File: config.mk
export PLATFORM = sky130hd
export DESIGN_NAME = signed_root_l1_normalizer_top
export DESIGN_NICKNAME = d
export VERILOG_FILES = /design/src/sr_l1n_pkg.sv /design/src/sr_l1n_div.sv /design/src/sr_l1n_sqrt.sv /design/src/signed_root_l1_normalizer_top.sv
export SDC_FILE = /design/constraint.sdc
export NUM_CORES = 2
export LEC_CHECK = 0
export ABC_AREA = 1
export BUFFER_PORTS_ARGS = -buffer_cell sky130_fd_sc_hd__buf_4
export CAP_MARGIN = 20
export CORE_ASPECT_RATIO = 1.2
export CORE_MARGIN = 1.5
export CORE_UTILIZATION = 40
export CTS_CLUSTER_DIAMETER = 30
export DETAILED_ROUTE_END_ITERATION = 10
export GPL_TIMING_DRIVEN = 0
export SYNTH_ARGS = -nofsm -noshare
export SYNTH_HDL_FRONTEND = slang
export SYNTH_SLANG_ARGS = --single-unit
File: constraint.sdc
create_clock -name clk -period 6.9 [get_ports clk]
set_input_delay 0.69 -clock clk [delete_from_list [all_inputs] [get_ports clk]]
set_output_delay 0.69 -clock clk [all_outputs]
set_load 0.005 [all_outputs]
File: src/sr_l1n_pkg.sv
// sr_l1n_pkg: shared types, widths and helpers of the signed root l1 normalizer
// request and result structs, fixed datapath widths, magnitude helper
// no dependencies
`timescale 1ns / 1ps

package sr_l1n_pkg;

	localparam int VAL_W   = 16;
	localparam int MAG_W   = 17;
	localparam int SUM_W   = 22;
	localparam int SCALE_W = 14;
	localparam int PROD_W  = 29;
	localparam int FRAC_SH = 16;
	localparam int NUM_W   = PROD_W + FRAC_SH;
	localparam int QUO_W   = 30;
	localparam int ROOT_W  = 15;
	localparam logic [SCALE_W-1:0] SCALE = SCALE_W'(10000);

	typedef struct packed {
		logic signed [VAL_W-1:0] elem_value;
		logic                    elem_last;
	} elem_t;

	typedef struct packed {
		logic signed [VAL_W-1:0] norm_value;
		logic                    norm_last;
	} norm_t;

	function automatic logic [MAG_W-1:0] mag16(input logic [VAL_W-1:0] v);
		logic [MAG_W-1:0] ext;
		ext = {1'b0, v};
		return v[VAL_W-1] ? (MAG_W'(17'h10000) - ext) : ext;
	endfunction

endpackage

File: src/sr_l1n_div.sv
// sr_l1n_div: restoring divider, one quotient bit per cycle
// quotient of the scaled magnitude by the l1 total
// depends on sr_l1n_pkg
`timescale 1ns / 1ps

module sr_l1n_div (
	input  logic                          clk,
	input  logic                          arst_n,
	input  logic                          start,
	input  logic [sr_l1n_pkg::NUM_W-1:0]  num,
	input  logic [sr_l1n_pkg::SUM_W-1:0]  den,
	output logic                          done,
	output logic [sr_l1n_pkg::QUO_W-1:0]  quo
);
	import sr_l1n_pkg::*;

	logic             busy_q;
	logic             done_q;
	logic [5:0]       cnt_q;
	logic [SUM_W-1:0] rem_q;
	logic [SUM_W-1:0] den_q;
	logic [NUM_W-1:0] quo_q;
	logic [SUM_W:0]   trial;
	logic [SUM_W:0]   diff;
	logic             ge;

	assign trial = {rem_q, quo_q[NUM_W-1]};
	assign ge    = trial >= {1'b0, den_q};
	assign diff  = trial - {1'b0, den_q};

	always_ff @(posedge clk or negedge arst_n) begin
		if (!arst_n) begin
			busy_q <= 1'b0;
			done_q <= 1'b0;
			cnt_q  <= '0;
		end else begin
			done_q <= 1'b0;
			if (start) begin
				busy_q <= 1'b1;
				cnt_q  <= '0;
			end else if (busy_q) begin
				cnt_q <= cnt_q + 6'd1;
				if (cnt_q == 6'(NUM_W - 1)) begin
					busy_q <= 1'b0;
					done_q <= 1'b1;
				end
			end
		end
	end

	always_ff @(posedge clk) begin
		if (start) begin
			rem_q <= '0;
			den_q <= den;
			quo_q <= num;
		end else if (busy_q) begin
			rem_q <= ge ? diff[SUM_W-1:0] : trial[SUM_W-1:0];
			quo_q <= {quo_q[NUM_W-2:0], ge};
		end
	end

	assign done = done_q;
	assign quo  = quo_q[QUO_W-1:0];

endmodule

File: src/sr_l1n_sqrt.sv
// sr_l1n_sqrt: digit by digit integer square root, one root bit per cycle
// truncated root of the quotient
// depends on sr_l1n_pkg
`timescale 1ns / 1ps

module sr_l1n_sqrt (
	input  logic                          clk,
	input  logic                          arst_n,
	input  logic                          start,
	input  logic [sr_l1n_pkg::QUO_W-1:0]  val,
	output logic                          done,
	output logic [sr_l1n_pkg::ROOT_W-1:0] root
);
	import sr_l1n_pkg::*;

	localparam int REM_W = ROOT_W + 2;

	logic              busy_q;
	logic              done_q;
	logic [3:0]        cnt_q;
	logic [QUO_W-1:0]  v_q;
	logic [REM_W-1:0]  rem_q;
	logic [ROOT_W-1:0] root_q;
	logic [REM_W+1:0]  rem_sh;
	logic [REM_W+1:0]  trial;
	logic [REM_W+1:0]  diff;
	logic              ge;

	assign rem_sh = {rem_q, v_q[QUO_W-1:QUO_W-2]};
	assign trial  = {2'b00, root_q, 2'b01};
	assign ge     = rem_sh >= trial;
	assign diff   = rem_sh - trial;

	always_ff @(posedge clk or negedge arst_n) begin
		if (!arst_n) begin
			busy_q <= 1'b0;
			done_q <= 1'b0;
			cnt_q  <= '0;
		end else begin
			done_q <= 1'b0;
			if (start) begin
				busy_q <= 1'b1;
				cnt_q  <= '0;
			end else if (busy_q) begin
				cnt_q <= cnt_q + 4'd1;
				if (cnt_q == 4'(ROOT_W - 1)) begin
					busy_q <= 1'b0;
					done_q <= 1'b1;
				end
			end
		end
	end

	always_ff @(posedge clk) begin
		if (start) begin
			v_q    <= val;
			rem_q  <= '0;
			root_q <= '0;
		end else if (busy_q) begin
			v_q    <= {v_q[QUO_W-3:0], 2'b00};
			rem_q  <= ge ? diff[REM_W-1:0] : rem_sh[REM_W-1:0];
			root_q <= {root_q[ROOT_W-2:0], ge};
		end
	end

	assign done = done_q;
	assign root = root_q;

endmodule

File: src/signed_root_l1_normalizer_top.sv
// signed_root_l1_normalizer_top: loads a vector into an element store, then emits
// sign(x)*100*sqrt(|x|/total) in q8.8 for every stored element in order; depends on sr_l1n_pkg,
// sr_l1n_div, sr_l1n_sqrt. loading: one request per cycle while in load
// emission: one element at a time, each through read, multiply, divide start, 45-step divide plus
// done, root start, 15-step root plus done and output register, and an output stall holds the
// output register; input stalls until the final result is registered; reset clears state
`timescale 1ns / 1ps

module signed_root_l1_normalizer_top #(
	parameter int MAX_LEN = 64
) (
	input  logic               clk,
	input  logic               arst_n,
	input  logic               elem_valid,
	output logic               elem_stall,
	input  sr_l1n_pkg::elem_t  elem,
	output logic               norm_valid,
	input  logic               norm_stall,
	output sr_l1n_pkg::norm_t  norm
);
	import sr_l1n_pkg::*;

	localparam int AW = (MAX_LEN > 1) ? $clog2(MAX_LEN) : 1;
	localparam int CW = $clog2(MAX_LEN + 1);

	typedef enum logic [2:0] {
		S_LOAD,
		S_READ,
		S_MUL,
		S_DIV,
		S_DWAIT,
		S_SQRT,
		S_SWAIT,
		S_OUT
	} state_t;

	state_t state_q;

	logic [VAL_W-1:0] store_mem [MAX_LEN];
	logic [VAL_W-1:0] rd_data_q;

	logic [CW-1:0]     count_q;
	logic [CW-1:0]     k_q;
	logic [SUM_W-1:0]  sum_q;
	logic [SUM_W-1:0]  total_q;
	logic [PROD_W-1:0] prod_q;
	logic              sign_q;
	logic [ROOT_W-1:0] root_q;
	logic              out_valid_q;
	norm_t             out_q;

	logic              acc;
	logic              room;
	logic [SUM_W-1:0]  sum_next;
	logic              div_done;
	logic [QUO_W-1:0]  quo;
	logic              sqrt_done;
	logic [ROOT_W-1:0] root;
	logic              out_free;
	logic              last_k;
	logic [VAL_W-1:0]  root_ext;

	assign elem_stall = (state_q != S_LOAD);
	assign acc        = elem_valid && !elem_stall;
	assign room       = count_q < CW'(MAX_LEN);
	assign sum_next   = sum_q + SUM_W'(mag16(elem.elem_value));
	assign out_free   = !out_valid_q || !norm_stall;
	assign last_k     = (k_q + CW'(1)) == count_q;
	assign root_ext   = {1'b0, root_q};

	// element store, written only while loading; read every cycle, the read data used only while emitting
	always_ff @(posedge clk) begin
		if (acc && room) begin
			store_mem[count_q[AW-1:0]] <= elem.elem_value;
		end
		rd_data_q <= store_mem[k_q[AW-1:0]];
	end

	sr_l1n_div u_div (
		.clk    (clk),
		.arst_n (arst_n),
		.start  (state_q == S_DIV),
		.num    ({prod_q, FRAC_SH'(0)}),
		.den    (total_q),
		.done   (div_done),
		.quo    (quo)
	);

	sr_l1n_sqrt u_sqrt (
		.clk    (clk),
		.arst_n (arst_n),
		.start  (state_q == S_SQRT),
		.val    (quo),
		.done   (sqrt_done),
		.root   (root)
	);

	always_ff @(posedge clk or negedge arst_n) begin
		if (!arst_n) begin
			state_q     <= S_LOAD;
			count_q     <= '0;
			k_q         <= '0;
			sum_q       <= '0;
			out_valid_q <= 1'b0;
		end else begin
			if (state_q == S_OUT && out_free) begin
				out_valid_q <= 1'b1;
			end else if (!norm_stall) begin
				out_valid_q <= 1'b0;
			end
			unique case (state_q)
				S_LOAD: begin
					if (acc) begin
						if (room) begin
							count_q <= count_q + CW'(1);
							sum_q   <= sum_next;
						end
						if (elem.elem_last) begin
							k_q     <= '0;
							state_q <= S_READ;
						end
					end
				end
				S_READ:  state_q <= S_MUL;
				S_MUL:   state_q <= S_DIV;
				S_DIV:   state_q <= S_DWAIT;
				S_DWAIT: if (div_done) state_q <= S_SQRT;
				S_SQRT:  state_q <= S_SWAIT;
				S_SWAIT: if (sqrt_done) state_q <= S_OUT;
				S_OUT: begin
					if (out_free) begin
						if (last_k) begin
							count_q <= '0;
							sum_q   <= '0;
							state_q <= S_LOAD;
						end else begin
							k_q     <= k_q + CW'(1);
							state_q <= S_READ;
						end
					end
				end
				default: state_q <= S_LOAD;
			endcase
		end
	end

	// datapath registers
	always_ff @(posedge clk) begin
		if (acc && elem.elem_last) begin
			if (room) begin
				total_q <= (sum_next == '0) ? SUM_W'(1) : sum_next;
			end else begin
				total_q <= (sum_q == '0) ? SUM_W'(1) : sum_q;
			end
		end
		if (state_q == S_MUL) begin
			prod_q <= PROD_W'(mag16(rd_data_q)) * PROD_W'(SCALE);
			sign_q <= rd_data_q[VAL_W-1];
		end
		if (sqrt_done) begin
			root_q <= root;
		end
		if (state_q == S_OUT && out_free) begin
			out_q.norm_value <= sign_q ? (VAL_W'(0) - root_ext) : root_ext;
			out_q.norm_last  <= last_k;
		end
	end

	assign norm_valid = out_valid_q;
	assign norm       = out_q;

endmodule

; After elaboration in Yosys (flattened, before gate mapping)
; Memories as Yosys holds them, arrays and structs flattened. A register that Yosys moved wholly into a read port is not among the register bits.
; Index checks and enable logic that the tools add are counted.
[word_totals]
regBits = 285
ram_bits = 1024
inputBits = 21
out_inout_bits = 19
wordCells = 132
n_memories = 1
[classes]
add_sub_neg = 10
n_mul = 1
n_lt_le_gt_ge = 3
eq_ne = 19
muxes = 54
n_reduce_logical = 18
[mem_list]
columns = memory, words, word_bits, rd, rd_clocked_by_memory_dff, write_ports, line
row1 = store_mem, 64, 16, 1, 1, 1, signed_root_l1_normalizer_top.sv:39  ; logic [VAL_W-1:0] store_mem [MAX_LEN];
[op_table]
columns = op, count
row1 = $mux 22, 8
row2 = $mux 45, 2
row3 = $mux 30, 2
row4 = $mux 7, 8
row5 = $mux 17, 3
row6 = $logic_not 22->1, 2
row7 = $pmux 22 s2, 1
row8 = $sub 17x16->17 const A, 2
row9 = $pmux 7 s2, 2
row10 = $mul 17x10->25 const B, 1
row11 = $pmux 3 s8, 1
row12 = $ge 23x22->1, 1
row13 = $add 22x17->22, 1
row14 = $sub 22x22->22, 1
row15 = $ge 19x17->1, 1
row16 = $mux 1, 17
row17 = $sub 17x17->17, 1
row18 = $sub 1x15->16 const A, 1
row19 = $mux 15, 1
row20 = $mux 3, 5
row21 = $reduce_and 5->1, 3
row22 = $add 7x1->7 const B, 2
row23 = $eq 3x3->1 const B, 4
row24 = $mux 6, 2
row25 = 17 further kinds, 33

; Logic depth before layout (Yosys ltp)
[logic_depth]
ltp_word = 6
mapped_depth = 30
depth_no_buf = 30

; Hierarchy
; From an unflattened synthesis, not the netlist that was laid out.
[hier_totals]
hier_cells = 5419
hier_area_um2 = 59853.7
[modules_own_cells]
columns = module, n_inst, cells_per_inst, area_each_um2, seq_area_each_um2
row1 = signed_root_l1_normalizer_top, 1, 4130, 49876.6, 34473.1
row2 = sr_l1n_div, 1, 771, 5947.0, 2652.5
row3 = sr_l1n_sqrt, 1, 518, 4030.1, 1691.6

; Least setup slack after synthesis
; OpenSTA, ideal clock, no wires.
[synth_timing]
path_type = register to register
start = register rd_data_q[0] (read register of store_mem)
end = register prod_q[28], data pin
setup_time_ps = 261
arrival_time_ps = 4915
setup_slack_ps = 1724
stages_incl_launch_ff = 27
n_path_buf = 0
cell_sequence = dfxtp_1 inv_1 ha_1 inv_1 nor3_1 inv_1 nor3_1 inv_1 nor2_1 and3b_1 a21oi_1 xor2_1 fa_1 ha_1 fa_1 ha_1 inv_1 fa_1 inv_1 ha_1 nand2_1 o21ai_0 a211oi_1 nand3_1 nand2_1 nand2_1 xor2_1
[synth_via]
elab_chain_cells = 3
[synth_rtl]
columns = element, line
row1 = "start, declared", signed_root_l1_normalizer_top.sv:40  ; logic [VAL_W-1:0] rd_data_q;
row2 = $sub 17x16->17, sr_l1n_pkg.sv:32  ; return v[VAL_W-1] ? (MAG_W'(17'h10000) - ext) : ext;
row3 = $mux 17 (*), sr_l1n_pkg.sv:32
row4 = $mul 17x10->25 (*), signed_root_l1_normalizer_top.sv:157  ; prod_q <= PROD_W'(mag16(rd_data_q)) * PROD_W'(SCALE);
row5 = "end signal, assigned", signed_root_l1_normalizer_top.sv:157
row6 = "end, declared", signed_root_l1_normalizer_top.sv:46  ; logic [PROD_W-1:0] prod_q;
; Mark *: on every way between the ends. The rest lies on a longest branch, timed or not.
; A chain may end at the register's enable or synchronous reset.

; Worst setup path in the final report
; Ends and elaborated chain as after synthesis.

==> flow_summary_export.csv <==
group,metric,value,unit
outcome,status,"finished, final reports clean",
timing,finalCritPeriodShare,0.891,
cts,clk_latency,930,ps
global_route,grt_max_degree,69,
setup_path,cp_common_cell,"inv_1",
timing,finalHoldViolations,0,
flow_run,maxCapViolations,0,
synthesis,synth_top_cell_by_area,"edfxtp_1",
cts,ctsLongestPathBuffers,4,
global_route,grt-busiest-layer,"met2",
setup_path,cp-startpoint,"rd_data_q[0]$_DFF_P_",
setup_path,required,7490,ps
global_route,antenna_found_initial,11,
final_layout,layout-drive-gt1-share,0.115,
detailed_routing,drtAntennaViolNets,0,
power_and_ir_drop,power_density,348,mW/mm2
power_and_ir_drop,vdd_ir_drop_max,0.000281,V
timing,final.setup.tns,0,ps
timing,rsz0062_at_grt,"false",
global_route,grt_usage,0.294,
die,core_area,0.145,mm2
global_route,met1_usage,0.354,
min_path,hp-start,"norm_stall",
final_layout,nFillCells,13000,
detailed_routing,first_pass_iters,6,
cts,cts_made_buffers,278,
cts,cts_root_buffer,"clkbuf_16",
detailed_routing,vias,44600,
die,fp-row-count,153,
cts,cts_setup_buffers,0,
final_layout,final_cell_mix,"edfxtp_1 (1185), nor2_1 (777), o21ai_0 (712), nand2_1 (583), inv_1 (370)",
synthesis,ys_ff_latch,1325,
detailed_routing,post_drt_wl_per_cell,28.7,um
timing,max-slew-margin-rel,0.106,
die,die_w,352,um
synthesis,avgSynthCellArea,11.2,um2
final_layout,nets,5795,
die,die_h,422,um
setup_path,end_kind,"flip-flop",
timing,max_freq,0.163,GHz
setup_path,reg2reg_from,"rd_data_q[0]$_DFF_P_",
synthesis,yosys_most_used_dff,"edfxtp_1",
cts,cts_resized,0,
setup_path,slowest_stage,"xor2_1",
detailed_routing,drt_wl_total,222000,um
cts,cts_sinks,1325,
min_path,worstHoldEndpoint,"norm_valid$_DFFE_PN0P_",
synthesis,yosys-top-cells-area,"edfxtp_1 (61%), o21ai_0 (6.1%), nor2_1 (5.4%), nand2_1 (3.7%), dfxtp_1 (2.9%)",
setup_path,critical_path.max_stage_delay,560,ps
cts,cts_max_level,5,
timing,worst_slew_pin_slew,1330,ps
min_path,hold_depth,3,
timing,finalSetupViolations,0,
detailed_routing,drc,0,
place,gp_congestion,1.01,
min_path,hold_class,"in2reg",
setup_path,startpoint_type,"flip-flop",
final_layout,area_delta_synth_final,22.7,%
timing,hold_slack,52.6,ps
setup_path,critical_path_class,"reg2reg",
setup_path,r2r_end,"prod_q[28]$_DFFE_PP_",
detailed_routing,viasPerCell,5.76,
detailed_routing,drt-initial-drc-count,5663,
global_route,grt-ovfl-total,0,
cts,clk_pin_slew,50,ps
setup_path,ff2ff_setup_slack,760,ps
place,io_buffers,39,
global_route,grtUsageMet3,0.0611,
cts,cts_hold_buf,1,
synthesis,yosysUniqueCellTypes,56,
global_route,grt_use_met2,0.480,
global_route,grt_pass1_vias,43200,
synthesis,ys_warn_count,0,
synthesis,synth-async-reset-ratio,0.0408,
final_layout,final_common_cell,"edfxtp_1",
setup_path,cp_data_arrival_time,6730,ps
power_and_ir_drop,leakage,26.1,nW
timing,period_minus_slack,6140,ps
die,start_util,0.404,
setup_path,cp_max_fo,6,
synthesis,synth-edff-count,1185,
timing,setup_slack,755,ps
synthesis,syn_inst,5215,
die,io_pins,40,
synthesis,ys_seq_area_frac,0.660,
cts,cts_tree,"done",
place,dpl.hpwl,152000,um
place,place_ws,678,ps
synthesis,yosysTopAreaCellShare,0.608,
synthesis,syn_area,0.0586,mm2
die,die_area,0.149,mm2
setup_path,reg2reg_depth,28,
timing,finalClockSkew,74.0,ps
global_route,grt_pass1_wl,310000,um
timing,drv_slew,0,
routing by layer:
layer | vias to the layer above | wire length, um
met5 | - | 12
met1 | 21800 | 79700
met4 | 2 | 16000
met3 | 615 | 22200
met2 | 2720 | 104000
li1 | 19500 | -
worst max path at each step:
stage,endpoint,slack (ps),cells after the start
after CTS,prod_q[28]$_DFFE_PP_,670,28
final,prod_q[28]$_DFFE_PP_,760,28
after global placement,store_mem[47][7]$_DFFE_PP_,-330,10
after detailed placement,prod_q[28]$_DFFE_PP_,680,28
after floorplan,prod_q[28]$_DFFE_PP_,1720,26
after global routing,prod_q[28]$_DFFE_PP_,90,28
critical path, delay by kind of cell, from the launching register on:
kind            cells  cell delay (ps)
simple gates        9             1650
buf+inv             8              580
xor+xnor            2              620
fa+ha+maj           7             2330
flops               1              390
compound gates      2              290
state kept, by name, indices dropped and copies added, names as in the netlist, 3 cells and up:
signal and cells:
u_sqrt.v_q 30, store_mem 1024, rd_data_q 16, u_div.quo_q 45, u_sqrt.rem_q 17, k_q 7, u_div.den_q 22, u_sqrt.root 15
root_q 15, norm 17, count_q 7, total_q 22, u_div.cnt_q 6, u_div.rem_q 22, state_q 3, sum_q 22
prod_q 25, u_sqrt.cnt_q 4
power by group:
part	total, mW	leakage [nW]	switching, mW	internal (mW)
Combinational	2.85	9.57	1.80	1.05
Clock	12.9	4.37	4.26	8.68
Sequential	9.23	12.1	0.161	9.07
stage by stage:
stage | util | instance area (um2) | total power [mW] | std cells
after global routing | 0.495 | 71900 | 25.9 | 7736
after detailed placement | 0.433 | 62800 | 12.2 | 7256
after CTS | 0.495 | 71900 | 25.1 | 7735
final | 0.495 | 71900 | 25.0 | 7737
after global placement | 0.422 | 61300 | 12.2 | 7194
after floorplan | - | 58600 | 11.4 | 5218
Yosys cell counts, types with 76 or more instances:
| library cell | instances |
|---|---|
| o22ai_1 | 270 |
| a21oi_1 | 91 |
| xor2_1 | 76 |
| o21ai_0 | 712 |
| inv_1 | 370 |
| ha_1 | 133 |
| edfxtp_1 | 1185 |
| nand3_1 | 116 |
| nand2_1 | 583 |
| nor2_1 | 839 |
| clkbuf_1 | 220 |
| dfxtp_1 | 86 |
cells by family (layout without fill, tap and decap cells):
kind of cell	Yosys count	after routing	synth area share
other	2	6	0.000128
AOI/OAI and AO/OA	1296	1296	0.126
buffers and inverters	656	1237	0.0432
adders and majority gates	173	173	0.0421
xor gates and xnor gates	103	103	0.0154
DFF	1325	1325	0.660
and+or+nand+nor	1660	1660	0.114
final cells by class:
type	count	area, um2	share of cell area
flip-flops and latches	1325	38700	0.538
clock buffers	319	7380	0.103
well taps	1937	2420	0.0337
inverters	382	1430	0.0199
repair buffers	103	1430	0.0199
diodes	1	2.50	0.0000348
multi-input cells	3237	17800	0.247
clock inverters	159	1690	0.0235
plain buffers	274	1100	0.0153
Note: power is estimated with default switching activity, not from simulation.
